[src/hw/rtl/mlpf_pkg.sv]
`default_nettype none
// ----------------------------------------------------------------------------
// mlpf_pkg
// Shared types and constants of the multi-level priority FIFO.
// ----------------------------------------------------------------------------
package mlpf_pkg;

	// Store depth and level count follow the fixed widths of the request
	// and result fields (6-bit entry index, 4-bit level, 7-bit occupancy).
	localparam int ENTRIES = 64;
	localparam int LEVELS  = 16;
	localparam int IDX_W   = $clog2(ENTRIES);
	localparam int LVL_W   = $clog2(LEVELS);
	localparam int OCC_W   = $clog2(ENTRIES + 1);
	localparam int BC_W    = 3;
	localparam int CFG_W   = 7;

	typedef logic [IDX_W-1:0] idx_t;
	typedef logic [LVL_W-1:0] lvl_t;
	typedef logic [OCC_W-1:0] occ_t;
	typedef logic [BC_W-1:0]  bc_t;

	typedef enum logic [1:0] {
		MODE_ENQ   = 2'd0,
		MODE_DEQ   = 2'd1,
		MODE_FLUSH = 2'd2
	} mode_t;

	typedef enum logic [1:0] {
		ST_OK       = 2'd0,
		ST_FULL     = 2'd1,
		ST_EMPTY    = 2'd2,
		ST_BAD_PRIO = 2'd3
	} status_t;

	typedef enum logic {
		CFG_TOP_LEVEL = 1'b0,
		CFG_CAP_LIMIT = 1'b1
	} cfg_idx_t;

	typedef enum logic [2:0] {
		FSM_IDLE,
		FSM_ENQ_WR,
		FSM_ENQ_LINK,
		FSM_DEQ_WR,
		FSM_DONE
	} fsm_t;

	// One write port and one read port of the link memory.
	typedef struct packed {
		logic rd_en;
		idx_t rd_addr;
		logic we;
		idx_t wr_addr;
		idx_t wr_link;
		logic flush;
	} link_ctl_t;

endpackage
`default_nettype wire

[src/hw/rtl/mlpf_entry_mem.sv]
`default_nettype none
// ----------------------------------------------------------------------------
// mlpf_entry_mem
// Entry store: payload word and byte count, one write and one registered read.
// ----------------------------------------------------------------------------
module mlpf_entry_mem
	import mlpf_pkg::*;
#(
	parameter int PAYLOAD_BITS = 32
) (
	input  wire                    clk,
	input  wire                    we,
	input  idx_t                   wr_addr,
	input  wire [PAYLOAD_BITS-1:0] wr_payload,
	input  bc_t                    wr_count,
	input  wire                    rd_en,
	input  idx_t                   rd_addr,
	output logic [PAYLOAD_BITS-1:0] rd_payload,
	output bc_t                    rd_count
);

	logic [PAYLOAD_BITS-1:0] pay_mem [ENTRIES];
	bc_t                     cnt_mem [ENTRIES];

	always_ff @(posedge clk) begin
		if (we) begin
			pay_mem[wr_addr] <= wr_payload;
			cnt_mem[wr_addr] <= wr_count;
		end
	end

	always_ff @(posedge clk) begin
		if (rd_en) begin
			rd_payload <= pay_mem[rd_addr];
			rd_count   <= cnt_mem[rd_addr];
		end
	end

endmodule
`default_nettype wire

[src/hw/rtl/mlpf_link_mem.sv]
`default_nettype none
// ----------------------------------------------------------------------------
// mlpf_link_mem
// Link store with per-entry valid bits; an entry not written since reset or
// flush reads as the next index, which forms the free chain in index order.
// ----------------------------------------------------------------------------
module mlpf_link_mem
	import mlpf_pkg::*;
(
	input  wire       clk,
	input  wire       arst_n,
	input  link_ctl_t ctl,
	output idx_t      rd_link
);

	idx_t               link_mem [ENTRIES];
	logic [ENTRIES-1:0] vld_q;
	idx_t               rd_data_s1;
	idx_t               rd_dflt_s1;
	logic               rd_vld_s1;

	always_ff @(posedge clk) begin
		if (ctl.we) begin
			link_mem[ctl.wr_addr] <= ctl.wr_link;
		end
	end

	always_ff @(posedge clk or negedge arst_n) begin
		if (!arst_n) begin
			vld_q <= '0;
		end else if (ctl.flush) begin
			vld_q <= '0;
		end else if (ctl.we) begin
			vld_q[ctl.wr_addr] <= 1'b1;
		end
	end

	always_ff @(posedge clk) begin
		if (ctl.rd_en) begin
			rd_data_s1 <= link_mem[ctl.rd_addr];
			rd_vld_s1  <= vld_q[ctl.rd_addr];
			rd_dflt_s1 <= (ctl.rd_addr == IDX_W'(ENTRIES - 1)) ? '0 : ctl.rd_addr + 1'b1;
		end
	end

	assign rd_link = rd_vld_s1 ? rd_data_s1 : rd_dflt_s1;

endmodule
`default_nettype wire

[src/hw/rtl/multi_level_priority_fifo_core.sv]
`default_nettype none
// ----------------------------------------------------------------------------
// multi_level_priority_fifo_core
// Priority queue with one FIFO per level over a shared linked entry store.
// ----------------------------------------------------------------------------
//
//  channel | direction | handshake           | payload
//  --------+-----------+---------------------+---------------------------------
//  in      | in        | in_valid / in_stall | mode, priority_req, payload,
//          |           |                     | byte_count
//  out     | out       | out_valid/out_stall | status, out_payload,
//          |           |                     | out_byte_count, out_priority,
//          |           |                     | occupancy, ready_level_out
//  cfg     | in        | cfg_we              | cfg_index, cfg_data
//
// Accept to result in the output register: an enqueue onto a non-empty level
// passes ENQ_WR, ENQ_LINK, DONE; onto an empty level ENQ_WR, DONE; a dequeue
// DEQ_WR, DONE; a flush, reject or unused mode DONE only. The link memory has
// one write port, so the old tail's link is written in a state of its own.
// Reset leaves no clearing pass: link valid bits and the level non-empty bits
// clear at once, and the block takes a request as soon as reset is released.
// A stalled result holds in the output register; the next request is taken
// meanwhile and its result waits in the done state until the register frees.
// ----------------------------------------------------------------------------
module multi_level_priority_fifo_core
	import mlpf_pkg::*;
#(
	parameter int PAYLOAD_BITS = 32
) (
	input  wire                     clk,
	input  wire                     arst_n,
	// request channel
	input  wire                     in_valid,
	output logic                    in_stall,
	input  wire [1:0]               mode,
	input  wire [LVL_W-1:0]         priority_req,
	input  wire [PAYLOAD_BITS-1:0]  payload,
	input  wire [BC_W-1:0]          byte_count,
	// result channel
	output logic                    out_valid,
	input  wire                     out_stall,
	output logic [1:0]              status,
	output logic [PAYLOAD_BITS-1:0] out_payload,
	output logic [BC_W-1:0]         out_byte_count,
	output logic [LVL_W-1:0]        out_priority,
	output logic [OCC_W-1:0]        occupancy,
	output logic [LVL_W-1:0]        ready_level_out,
	// configuration
	input  wire                     cfg_we,
	input  wire                     cfg_index,
	input  wire [CFG_W-1:0]         cfg_data
);

	// Keep at most the low 32 payload bits; higher bits are masked off.
	localparam int KEEP_BITS = (PAYLOAD_BITS < 32) ? PAYLOAD_BITS : 32;
	localparam logic [PAYLOAD_BITS-1:0] PAY_MASK =
		{PAYLOAD_BITS{1'b1}} >> (PAYLOAD_BITS - KEEP_BITS);
	localparam occ_t CAP_MAX = OCC_W'(ENTRIES);

	// Highest set bit of vec at or below lim, else zero.
	function automatic lvl_t top_ready(input logic [LEVELS-1:0] vec, input lvl_t lim);
		lvl_t r;
		r = '0;
		for (int i = 0; i < LEVELS; i++) begin
			if (vec[i] && (LVL_W'(i) <= lim)) begin
				r = LVL_W'(i);
			end
		end
		return r;
	endfunction

	// configuration registers
	lvl_t top_level_q;
	occ_t cap_limit_q;

	// queue control state
	fsm_t               state_q, state_d;
	idx_t               free_head_q;
	occ_t               total_q;
	lvl_t               ready_q;
	logic [LEVELS-1:0]  nonempty_q;
	idx_t               head_q [LEVELS];
	idx_t               tail_q [LEVELS];

	// request held across its cycles
	idx_t                    idx_q;
	lvl_t                    lvl_q;
	idx_t                    old_tail_q;
	logic                    was_ne_q;
	logic [PAYLOAD_BITS-1:0] pay_q;
	bc_t                     cnt_q;

	// pending result
	status_t                 res_status_q;
	logic [PAYLOAD_BITS-1:0] res_payload_q;
	bc_t                     res_count_q;
	lvl_t                    res_prio_q;
	occ_t                    res_occ_q;
	lvl_t                    res_ready_q;

	// output register
	logic out_valid_q;

	// memory interfaces
	link_ctl_t               link_ctl;
	idx_t                    link_rd;
	logic                    entry_we;
	logic [PAYLOAD_BITS-1:0] entry_rd_payload;
	bc_t                     entry_rd_count;

	logic              acc;
	logic              out_free;
	occ_t              cap_eff;
	logic              enq_bad_prio;
	logic              enq_full;
	logic              deq_empty;
	logic              deq_drained;
	logic [LEVELS-1:0] deq_ne;
	lvl_t              deq_ready;
	lvl_t              enq_ready;

	assign in_stall = (state_q != FSM_IDLE);
	assign acc      = in_valid && !in_stall;
	assign out_free = !out_valid_q || !out_stall;

	// A capacity above the store acts as the store size.
	assign cap_eff      = (cap_limit_q > CAP_MAX) ? CAP_MAX : cap_limit_q;
	assign enq_bad_prio = (priority_req > top_level_q);
	assign enq_full     = (total_q >= cap_eff);
	assign deq_empty    = (total_q == '0) || !nonempty_q[ready_q];

	// Dequeue: drop the level when its head was also its tail, then walk down.
	assign deq_drained = (tail_q[lvl_q] == idx_q);
	always_comb begin
		deq_ne = nonempty_q;
		if (deq_drained) begin
			deq_ne[lvl_q] = 1'b0;
		end
	end
	assign deq_ready = top_ready(deq_ne, lvl_q);
	assign enq_ready = (lvl_q > ready_q) ? lvl_q : ready_q;

	// ------------------------------------------------------------------
	// Sequencer: next state and memory controls
	// ------------------------------------------------------------------
	always_comb begin
		state_d          = state_q;
		link_ctl         = '0;
		entry_we         = 1'b0;
		link_ctl.rd_addr = (mode == MODE_DEQ) ? head_q[ready_q] : free_head_q;
		case (state_q)
			FSM_IDLE: begin
				if (acc) begin
					link_ctl.rd_en = 1'b1;
					case (mode)
						MODE_ENQ: begin
							state_d = (enq_bad_prio || enq_full) ? FSM_DONE : FSM_ENQ_WR;
						end
						MODE_DEQ: begin
							state_d = deq_empty ? FSM_DONE : FSM_DEQ_WR;
						end
						MODE_FLUSH: begin
							link_ctl.flush = 1'b1;
							state_d        = FSM_DONE;
						end
						default: begin
							state_d = FSM_DONE;
						end
					endcase
				end
			end
			FSM_ENQ_WR: begin
				// New entry links to itself until another one follows it.
				entry_we         = 1'b1;
				link_ctl.we      = 1'b1;
				link_ctl.wr_addr = idx_q;
				link_ctl.wr_link = idx_q;
				state_d          = was_ne_q ? FSM_ENQ_LINK : FSM_DONE;
			end
			FSM_ENQ_LINK: begin
				link_ctl.we      = 1'b1;
				link_ctl.wr_addr = old_tail_q;
				link_ctl.wr_link = idx_q;
				state_d          = FSM_DONE;
			end
			FSM_DEQ_WR: begin
				// Push the freed entry onto the free chain.
				link_ctl.we      = 1'b1;
				link_ctl.wr_addr = idx_q;
				link_ctl.wr_link = free_head_q;
				state_d          = FSM_DONE;
			end
			FSM_DONE: begin
				if (out_free) begin
					state_d = FSM_IDLE;
				end
			end
			default: begin
				state_d = FSM_IDLE;
			end
		endcase
	end

	always_ff @(posedge clk or negedge arst_n) begin
		if (!arst_n) begin
			state_q <= FSM_IDLE;
		end else begin
			state_q <= state_d;
		end
	end

	// ------------------------------------------------------------------
	// Configuration registers
	// ------------------------------------------------------------------
	always_ff @(posedge clk or negedge arst_n) begin
		if (!arst_n) begin
			top_level_q <= LVL_W'(LEVELS - 1);
			cap_limit_q <= CAP_MAX;
		end else if (cfg_we) begin
			case (cfg_index)
				CFG_TOP_LEVEL: top_level_q <= cfg_data[LVL_W-1:0];
				CFG_CAP_LIMIT: cap_limit_q <= cfg_data[OCC_W-1:0];
				default: ;
			endcase
		end
	end

	// ------------------------------------------------------------------
	// Queue control state
	// ------------------------------------------------------------------
	always_ff @(posedge clk or negedge arst_n) begin
		if (!arst_n) begin
			free_head_q <= '0;
			total_q     <= '0;
			ready_q     <= '0;
			nonempty_q  <= '0;
			was_ne_q    <= 1'b0;
		end else begin
			case (state_q)
				FSM_IDLE: begin
					if (acc) begin
						was_ne_q <= nonempty_q[priority_req];
						if (mode == MODE_FLUSH) begin
							free_head_q <= '0;
							total_q     <= '0;
							ready_q     <= '0;
							nonempty_q  <= '0;
						end
					end
				end
				FSM_ENQ_WR: begin
					free_head_q       <= link_rd;
					nonempty_q[lvl_q] <= 1'b1;
					total_q           <= total_q + 1'b1;
					ready_q           <= enq_ready;
				end
				FSM_DEQ_WR: begin
					free_head_q <= idx_q;
					nonempty_q  <= deq_ne;
					total_q     <= total_q - 1'b1;
					ready_q     <= deq_ready;
				end
				default: ;
			endcase
		end
	end

	// Level head and tail pointers; meaningful only while the level is non-empty.
	always_ff @(posedge clk) begin
		case (state_q)
			FSM_ENQ_WR: begin
				if (!was_ne_q) begin
					head_q[lvl_q] <= idx_q;
				end
				tail_q[lvl_q] <= idx_q;
			end
			FSM_DEQ_WR: begin
				if (!deq_drained) begin
					head_q[lvl_q] <= link_rd;
				end
			end
			default: ;
		endcase
	end

	// ------------------------------------------------------------------
	// Request hold and pending result
	// ------------------------------------------------------------------
	always_ff @(posedge clk) begin
		case (state_q)
			FSM_IDLE: begin
				if (acc) begin
					idx_q         <= (mode == MODE_DEQ) ? head_q[ready_q] : free_head_q;
					lvl_q         <= (mode == MODE_DEQ) ? ready_q : priority_req;
					old_tail_q    <= tail_q[priority_req];
					pay_q         <= payload & PAY_MASK;
					cnt_q         <= byte_count;
					res_status_q  <= ST_OK;
					res_payload_q <= '0;
					res_count_q   <= '0;
					res_prio_q    <= '0;
					res_occ_q     <= total_q;
					res_ready_q   <= ready_q;
					case (mode)
						MODE_ENQ: begin
							if (enq_bad_prio) begin
								res_status_q <= ST_BAD_PRIO;
							end else if (enq_full) begin
								res_status_q <= ST_FULL;
							end
						end
						MODE_DEQ: begin
							if (deq_empty) begin
								res_status_q <= ST_EMPTY;
							end
						end
						MODE_FLUSH: begin
							res_occ_q   <= '0;
							res_ready_q <= '0;
						end
						default: ;
					endcase
				end
			end
			FSM_ENQ_WR: begin
				res_occ_q   <= total_q + 1'b1;
				res_ready_q <= enq_ready;
			end
			FSM_DEQ_WR: begin
				res_payload_q <= entry_rd_payload;
				res_count_q   <= entry_rd_count;
				res_prio_q    <= lvl_q;
				res_occ_q     <= total_q - 1'b1;
				res_ready_q   <= deq_ready;
			end
			default: ;
		endcase
	end

	// ------------------------------------------------------------------
	// Output register: load from the done state, drop once taken
	// ------------------------------------------------------------------
	always_ff @(posedge clk or negedge arst_n) begin
		if (!arst_n) begin
			out_valid_q <= 1'b0;
		end else if ((state_q == FSM_DONE) && out_free) begin
			out_valid_q <= 1'b1;
		end else if (!out_stall) begin
			out_valid_q <= 1'b0;
		end
	end

	always_ff @(posedge clk) begin
		if ((state_q == FSM_DONE) && out_free) begin
			status          <= res_status_q;
			out_payload     <= res_payload_q;
			out_byte_count  <= res_count_q;
			out_priority    <= res_prio_q;
			occupancy       <= res_occ_q;
			ready_level_out <= res_ready_q;
		end
	end

	assign out_valid = out_valid_q;

	// ------------------------------------------------------------------
	// Stores
	// ------------------------------------------------------------------
	mlpf_entry_mem #(
		.PAYLOAD_BITS(PAYLOAD_BITS)
	) u_entry_mem (
		.clk        (clk),
		.we         (entry_we),
		.wr_addr    (idx_q),
		.wr_payload (pay_q),
		.wr_count   (cnt_q),
		.rd_en      (acc),
		.rd_addr    (head_q[ready_q]),
		.rd_payload (entry_rd_payload),
		.rd_count   (entry_rd_count)
	);

	mlpf_link_mem u_link_mem (
		.clk     (clk),
		.arst_n  (arst_n),
		.ctl     (link_ctl),
		.rd_link (link_rd)
	);

endmodule
`default_nettype wire
[config.mk]
export PLATFORM = sky130hd
export DESIGN_NAME = multi_level_priority_fifo_core
export DESIGN_NICKNAME = d
export VERILOG_FILES = /design/src/hw/rtl/mlpf_pkg.sv /design/src/hw/rtl/mlpf_entry_mem.sv /design/src/hw/rtl/mlpf_link_mem.sv /design/src/hw/rtl/multi_level_priority_fifo_core.sv
export SDC_FILE = /design/constraint.sdc
export NUM_CORES = 2
export LEC_CHECK = 0
export BUFFER_PORTS_ARGS = -buffer_cell sky130_fd_sc_hd__buf_2
export CORE_MARGIN = 3
export CORE_UTILIZATION = 45
export CTS_CLUSTER_DIAMETER = 60
export DETAILED_ROUTE_END_ITERATION = 10
export GPL_ROUTABILITY_DRIVEN = 1
export HOLD_SLACK_MARGIN = 0.02
export PLACE_DENSITY_LB_ADDON = 0.12
export SETUP_SLACK_MARGIN = 0.2
export SYNTH_ARGS = -nofsm -noshare
export SYNTH_HDL_FRONTEND = slang
export SYNTH_SLANG_ARGS = --single-unit
[constraint.sdc]
create_clock -name clk -period 4.6 [get_ports clk]
set_input_delay 0.23 -clock clk [delete_from_list [all_inputs] [get_ports clk]]
set_output_delay 0.23 -clock clk [all_outputs]
set_load 0.1 [all_outputs]
Word level (Yosys, flattened, before mapping)
Memory sizes are Yosys's and may differ from the RTL's. A register that Yosys moved wholly into a read port is not among the register bits.
Index checks and enable logic that the tools add are counted.
- flip-flop bits (word level): 269
- memories kept: 5
- input bits: 54
- output and inout bits: 54
- memory bits (writable): 2816
- bits in latches: 0
- word-level logic and storage cells: 207
- memory bits (read-only): 0
- memories (memory ; depth ; bits a word ; rd ports ; clocked after Yosys merged registers in ; write ports ; RTL line ; text):
    u_entry_mem.pay_mem ; 64 ; 32 ; 1 ; 1 ; 1 ; mlpf_entry_mem.sv:22 ; logic [PAYLOAD_BITS-1:0] pay_mem [ENTRIES];
    u_link_mem.link_mem ; 64 ; 6 ; 1 ; 1 ; 1 ; mlpf_link_mem.sv:16 ; idx_t link_mem [ENTRIES];
    u_entry_mem.cnt_mem ; 64 ; 3 ; 1 ; 1 ; 1 ; mlpf_entry_mem.sv:23 ; bc_t cnt_mem [ENTRIES];
    head_q ; 16 ; 6 ; 1 ; 0 ; 1 ; multi_level_priority_fifo_core.sv:82 ; idx_t head_q [LEVELS];
    tail_q ; 16 ; 6 ; 2 ; 2 ; 1 ; multi_level_priority_fifo_core.sv:83 ; idx_t tail_q [LEVELS];
- $add $sub $neg: 3
- reductions and logical operators: 42
- divide/modulo/power cells: 0
- muxes and demuxes: 83
- bitwise logic cells: 6
- shift operators: 0
- $lt $le $gt $ge: 26
- multipliers: 0
- eq/ne operators: 13
- operators by type and width (kind ; number):
    64-bit two-way mux ; 2
    4-bit two-way mux ; 17
    64-bit OR ; 1
    32-bit one-hot mux with 2 select lines ; 1
    16-bit two-way mux ; 3
    16-bit one-hot mux with 3 select lines ; 1
    13-bit one-hot mux with 3 select lines ; 1
    4-bit <= comparator, first input constant ; 8
    32-bit two-way mux ; 1
    6-bit two-way mux ; 5
    1-bit two-way mux ; 25
    3-bit two-way mux ; 7
    7-bit two-way mux ; 3
    7-bit one-hot mux with 3 select lines ; 1
    1-bit logical AND ; 19
    6-bit one-hot mux with 3 select lines ; 1
    16-bit AND ; 1
    3-bit by 4-bit <= comparator with 1-bit output, first input constant ; 4
    16-bit NOT ; 1
    16-bit OR ; 1
    4-bit by 5-bit < comparator with 1-bit output, second input constant ; 3
    6-bit by 7-bit < comparator with 1-bit output, second input constant ; 2
    3-bit one-hot mux with 2 select lines ; 2
    3-bit one-hot mux with 4 select lines ; 1
    other kinds (40) ; 62

Longest topological paths before layout
- depth after elaboration: 24
- depth in mapped cells: 17
- depth with buffers taken out: 14

Cells and area by module
A second synthesis with hierarchy kept.
- cell total of the unflattened synthesis: 5946
- area total of the unflattened synthesis: 122080.8 µm²
- by module, submodules not included (module ; times used ; cells each ; sequential area each (µm²) ; area an instance (µm²)):
    mlpf_entry_mem ; 1 ; 3799 ; 68315.5 ; 86291.5
    mlpf_link_mem ; 1 ; 1044 ; 13523.0 ; 18331.3
    multi_level_priority_fifo_core ; 1 ; 1103 ; 11732.5 ; 17458.0

Worst setup path after synthesis
OpenSTA, ideal clock, no wires.
- path kind: reg-to-reg
- start point: register state_q[0]
- end point: register cnt_q[0], enable pin
- arrival: 4283 ps
- cell stages (with the launch flop): 7
- data required time: 4095 ps
- slack: -188 ps
- library setup time: 505 ps
- period minus slack after synthesis: 4788 ps
- path buffers: 4
- path through: dfrtp_1 -> clkbuf_1 -> clkbuf_1 -> nor3_1 -> and2_1 -> clkbuf_1 -> clkbuf_1
- word-level cells in the longest chain between the ends: 4
- elaborated cells on any way between the ends: 5
- classes of those cells: 5 x reduce/logical
- ends and longest elaborated chain (element ; RTL line ; text):
    from (decl) ; multi_level_priority_fifo_core.sv:77 ; fsm_t state_q, state_d;
    from (signal assigned) ; multi_level_priority_fifo_core.sv:208 ; state_q <= state_d;
    3-bit nonzero test ; multi_level_priority_fifo_core.sv:122 ; assign in_stall = (state_q != FSM_IDLE);
    1-bit zero test ; multi_level_priority_fifo_core.sv:123 ; assign acc = in_valid && !in_stall;
    1-bit logical AND ; multi_level_priority_fifo_core.sv:123 ;
    net acc ; multi_level_priority_fifo_core.sv:111 ; logic acc;
    2-bit AND reduction (no source line) ; - ;
    to (signal assigned) ; multi_level_priority_fifo_core.sv:297 ; cnt_q <= byte_count;
    to (decl) ; multi_level_priority_fifo_core.sv:91 ; bc_t cnt_q;
The timed path passes the listed nets, and every way through them passes these cells.
A chain may end at the register's enable or synchronous reset.

Worst setup path after layout
- start point: register ready_q[0]
- end point: register u_entry_mem.rd_payload[26], read port of u_entry_mem.pay_mem, data pin
- word-level cells in the longest chain between the ends: 1
- ends and longest elaborated chain (element ; RTL line ; text):
    from (decl) ; multi_level_priority_fifo_core.sv:80 ; lvl_t ready_q;
    from (signal assigned) ; multi_level_priority_fifo_core.sv:255 ; ready_q <= enq_ready;
    from (signal assigned) ; multi_level_priority_fifo_core.sv:261 ; ready_q <= deq_ready;
    memory read 16 x 6 bit ; - ;
    to (decl) ; mlpf_entry_mem.sv:18 ; output logic [PAYLOAD_BITS-1:0] rd_payload,
No other way between the ends.

==> flow_summary_export.csv <==
group,metric,value,unit
sta,rsz0062_at_grt,"no",
critical_path,worstPathRequired,5.22,ns
floorplanning,die_h,526,um
sta,setup_ws,0.439,ns
clock_tree,cts_buffers,337,
synthesis,seq_area_frac_synth,76.8,%
critical_path,cp_data_arrival_time,4.78,ns
sta,skew,0.0748,ns
sta,hold_violations,0,
detailed_routing,first_pass_iters,6,
power_and_ir_drop,power_leakage,45.1,nW
min_path,hold_class,"input port to flop",
synthesis,avgSynthCellArea,21.9,um^2
final_layout,regArea,0.0936,mm^2
global_routing,antenna_found_initial,12,
power_and_ir_drop,p_switching,31.3,mW
detailed_routing,wl_per_cell,33.2,um
power_and_ir_drop,sw_frac_of_total,32.3,%
final_layout,fin_nets,6219,
synthesis,ys_types,70,
sta,worst_slew_pin_slew,1.39,ns
synthesis,synth_top_area_share,74.4,%
synthesis,synth_seq_cells,3136,
critical_path,path_max_fanout,35,
placement,dpl.hpwl,185,mm
sta,min_period_over_period,90.4,%
clock_tree,clk_pin_slew,0.06,ns
floorplanning,initial_utilization,45.4,%
sta,fmax,240,MHz
synthesis,synth_top_flop_cell,"edfxtp_1",
sta,slew_headroom,7.27,%
detailed_routing,drt_iter0_drc,6497,
detailed_routing,postRouteAntennaNets,0,
synthesis,postSynthCellCount,5563,
clock_tree,cts_setup_buffers,0,
placement,placed_cells,9266,
synthesis,yosys-top-cells-count,"3019 x edfxtp_1, 871 x mux4_2, 335 x nor2_1",
power_and_ir_drop,p_int,65.7,mW
detailed_routing,viasPerCell,6.02,
synthesis,synthMostInstantiatedCell,"edfxtp_1",
synthesis,syn_nets,5639,
global_routing,grt_max_degree,114,
power_and_ir_drop,ir_worst_vdd,0.543,mV
power_and_ir_drop,p_per_area,686,mW/mm^2
critical_path,crit_start,"ready_q[0]$_DFFE_PN0P_",
detailed_routing,route.detailed.drc,0,
synthesis,ys_warn_count,0,
sta,maxSlewViolCount,0,
clock_tree,h-tree-depth,5,
final_layout,drive_gt1_share,30.4,%
clock_tree,clock_latency,0.95,ns
clock_tree,cts.path.max_buffers,4,
synthesis,async_reset_ff_share,3.60,%
synthesis,synthTopCellsByArea,"edfxtp_1 74%, mux4_2 16%, dfrtp_1 2.2%",
power_and_ir_drop,seq_power_share,35.4,%
power_and_ir_drop,combPwrFrac,37.1,%
outcome,status,"completed",
sta,min_period,4.16,ns
global_routing,gr-total-overflow,0,
floorplanning,ios,108,
floorplanning,core,0.269,mm^2
placement,numPortBuffers,107,
sta,whs,0.0942,ns
synthesis,syn_area,0.122,mm^2
detailed_routing,drt-total-wl,331,mm
final_layout,postLayoutCellArea,0.142,mm^2
critical_path,critPathKind,"flop to flop",
critical_path,r2r_end,"u_entry_mem.rd_payload[26]$_DFFE_PP_",
global_routing,groute.usage.overall,23.9,%
floorplanning,design.die.area,0.277,mm^2
floorplanning,rows,190,
placement,dpl_cell_area,0.130,mm^2
detailed_routing,via_count,60100,
clock_tree,clkSinkCount,3136,
final_layout,finish.utilization,52.7,%
floorplanning,dieWidth,526,um
synthesis,synth_edf_count,3019,
critical_path,startpoint_type,"flop",
global_routing,grt_pass1_vias,61300,
sta,finalSetupViolCount,0,
critical_path,r2r_cells,8,
run,maxCapViolations,0,
placement,globalplace.congestion,0.874,
final_layout,syn_to_final_growth,16.1,%
critical_path,cp-endpoint,"u_entry_mem.rd_payload[26]$_DFFE_PP_",
sta,fin_tns_setup,0,ns
min_path,hold_depth,2,
power_and_ir_drop,power_frac_clock,27.5,%
placement,dp_slack,0.175,ns
critical_path,rr_startpoint,"ready_q[0]$_DFFE_PN0P_",
critical_path,end_kind,"flop",
final_layout,final_cells,9979,
power_and_ir_drop,power.total,97.0,mW
final_layout,multi_input_area,0.0275,mm^2
clock_tree,tritoncts,"built",
final_layout,fill_cells,20800,
clock_tree,clk_root_buffer_cell,"clkbuf_16",
global_routing,grt_pass1_wl,472,mm
synthesis,yosysTopAreaCell,"edfxtp_1",
critical_path,rrSetupSlack,0.44,ns
==> layout by cell type, fill, tap and decap left out, drive strengths merged, types with 55 or more instances in the layout <==
cell type    instances
mux4               876
and3                55
clkinv             140
edfxtp            3019
o21ai              101
mux2i               74
dlygate4sd3         90
clkbuf             429
mux2                56
dfrtp              108
nor2               335
buf                454
nand2              214
a22oi               56
==> metal layers <==
| metal | wire length, um | global-route usage, % | part of all wire [%] | vias to the layer above |
|---|---|---|---|---|
| met5 | 24 | 0 | 0.0072 | - |
| met4 | 9260 | 6.38 | 2.8 | 4 |
| met3 | 20400 | 3.62 | 6.2 | 492 |
| met2 | 163000 | 39.0 | 49 | 2235 |
| met1 | 138000 | 33.8 | 42 | 32800 |
| li1 | - | - | - | 24500 |
==> cells by family (layout without fill, tap and decap cells) <==
kind of cell | Yosys count | in the layout | share of synthesized area, %
AO/OA/AOI/OAI | 332 | 332 | 1.81
multiplexers | 1006 | 1006 | 17.3
XOR/XNOR | 16 | 16 | 0.115
flip-flops | 3136 | 3136 | 76.8
adder cells (fa/ha/maj) | 23 | 23 | 0.240
other | 0 | 3 | 0
buffers and inverters | 329 | 1190 | 1.19
AND/OR/NAND/NOR | 721 | 721 | 2.56
==> flip-flops by register name (all words and copies together) (netlist names), 6 cells and up, named ones only <==
signal,flops
idx_q,6
u_entry_mem.cnt_mem,192
tail_q,96
pay_q,32
occupancy,7
total_q,7
res_payload_q,32
nonempty_q,16
res_occ_q,7
u_link_mem.rd_data_s1,6
out_payload,32
u_link_mem.vld_q,64
free_head_q,6
u_link_mem.link_mem,384
cap_limit_q,7
old_tail_q,6
u_entry_mem.pay_mem,2048
u_entry_mem.rd_payload,32
head_q,96
u_link_mem.rd_dflt_s1,6
==> worst min path at each step <==
| stage | to | slack (ns) | startpoint |
|---|---|---|---|
| 2_1_floorplan | cap_limit_q[0]$_DFFE_PN0P_ | -0.07 | arst_n |
| 3_3_place_gp | ready_q[1]$_DFFE_PN0P_ | 0.37 | arst_n |
| 3_5_place_dp | ready_q[1]$_DFFE_PN0P_ | 0.36 | arst_n |
| 4_1_cts | pay_q[12]$_DFFE_PP_ | 0.03 | payload[12] |
| 5_1_grt | pay_q[12]$_DFFE_PP_ | 0.06 | payload[12] |
| 6_report | pay_q[12]$_DFFE_PP_ | 0.09 | payload[12] |
==> final cells by class <==
class	instances	area share, %
Inverter	26	0.0734
Tap cell	3552	3.14
Sequential cell	3136	66.1
Clock inverter	191	1.36
Antenna cell	3	0.00530
Timing Repair Buffer	544	3.54
Clock buffer	429	6.35
Multi-Input combinational cell	2098	19.4
==> power groups by stage <==
stage / Sequential [mW] / Clock [mW] / Combinational [mW]
2_1_floorplan: 35.9 / 0 / 22.4
3_3_place_gp: 35.0 / 0 / 36.4
3_5_place_dp: 35.0 / 0 / 36.5
4_1_cts: 34.4 / 27.2 / 36.7
5_1_grt: 34.4 / 28.4 / 38.0
6_report: 34.4 / 26.7 / 36.0
==> critical path, stage by stage (launching register included) <==
cell     delay, ns
dfrtp_2       0.63
buf_4         0.27
mux4_2        0.51
mux4_4        0.83
buf_12        0.28
mux4_2        0.56
mux2_2        0.31
nand2_1       0.19
o21ai_1       0.16
==> what timing repair did <==
item,in CTS,in global routing
resized for setup,1,3
hold buffers,90,0
endpoints found under the setup margin,1,3
endpoints found under the hold margin,197,0
No activity file was read; power rests on OpenSTA's default activity.
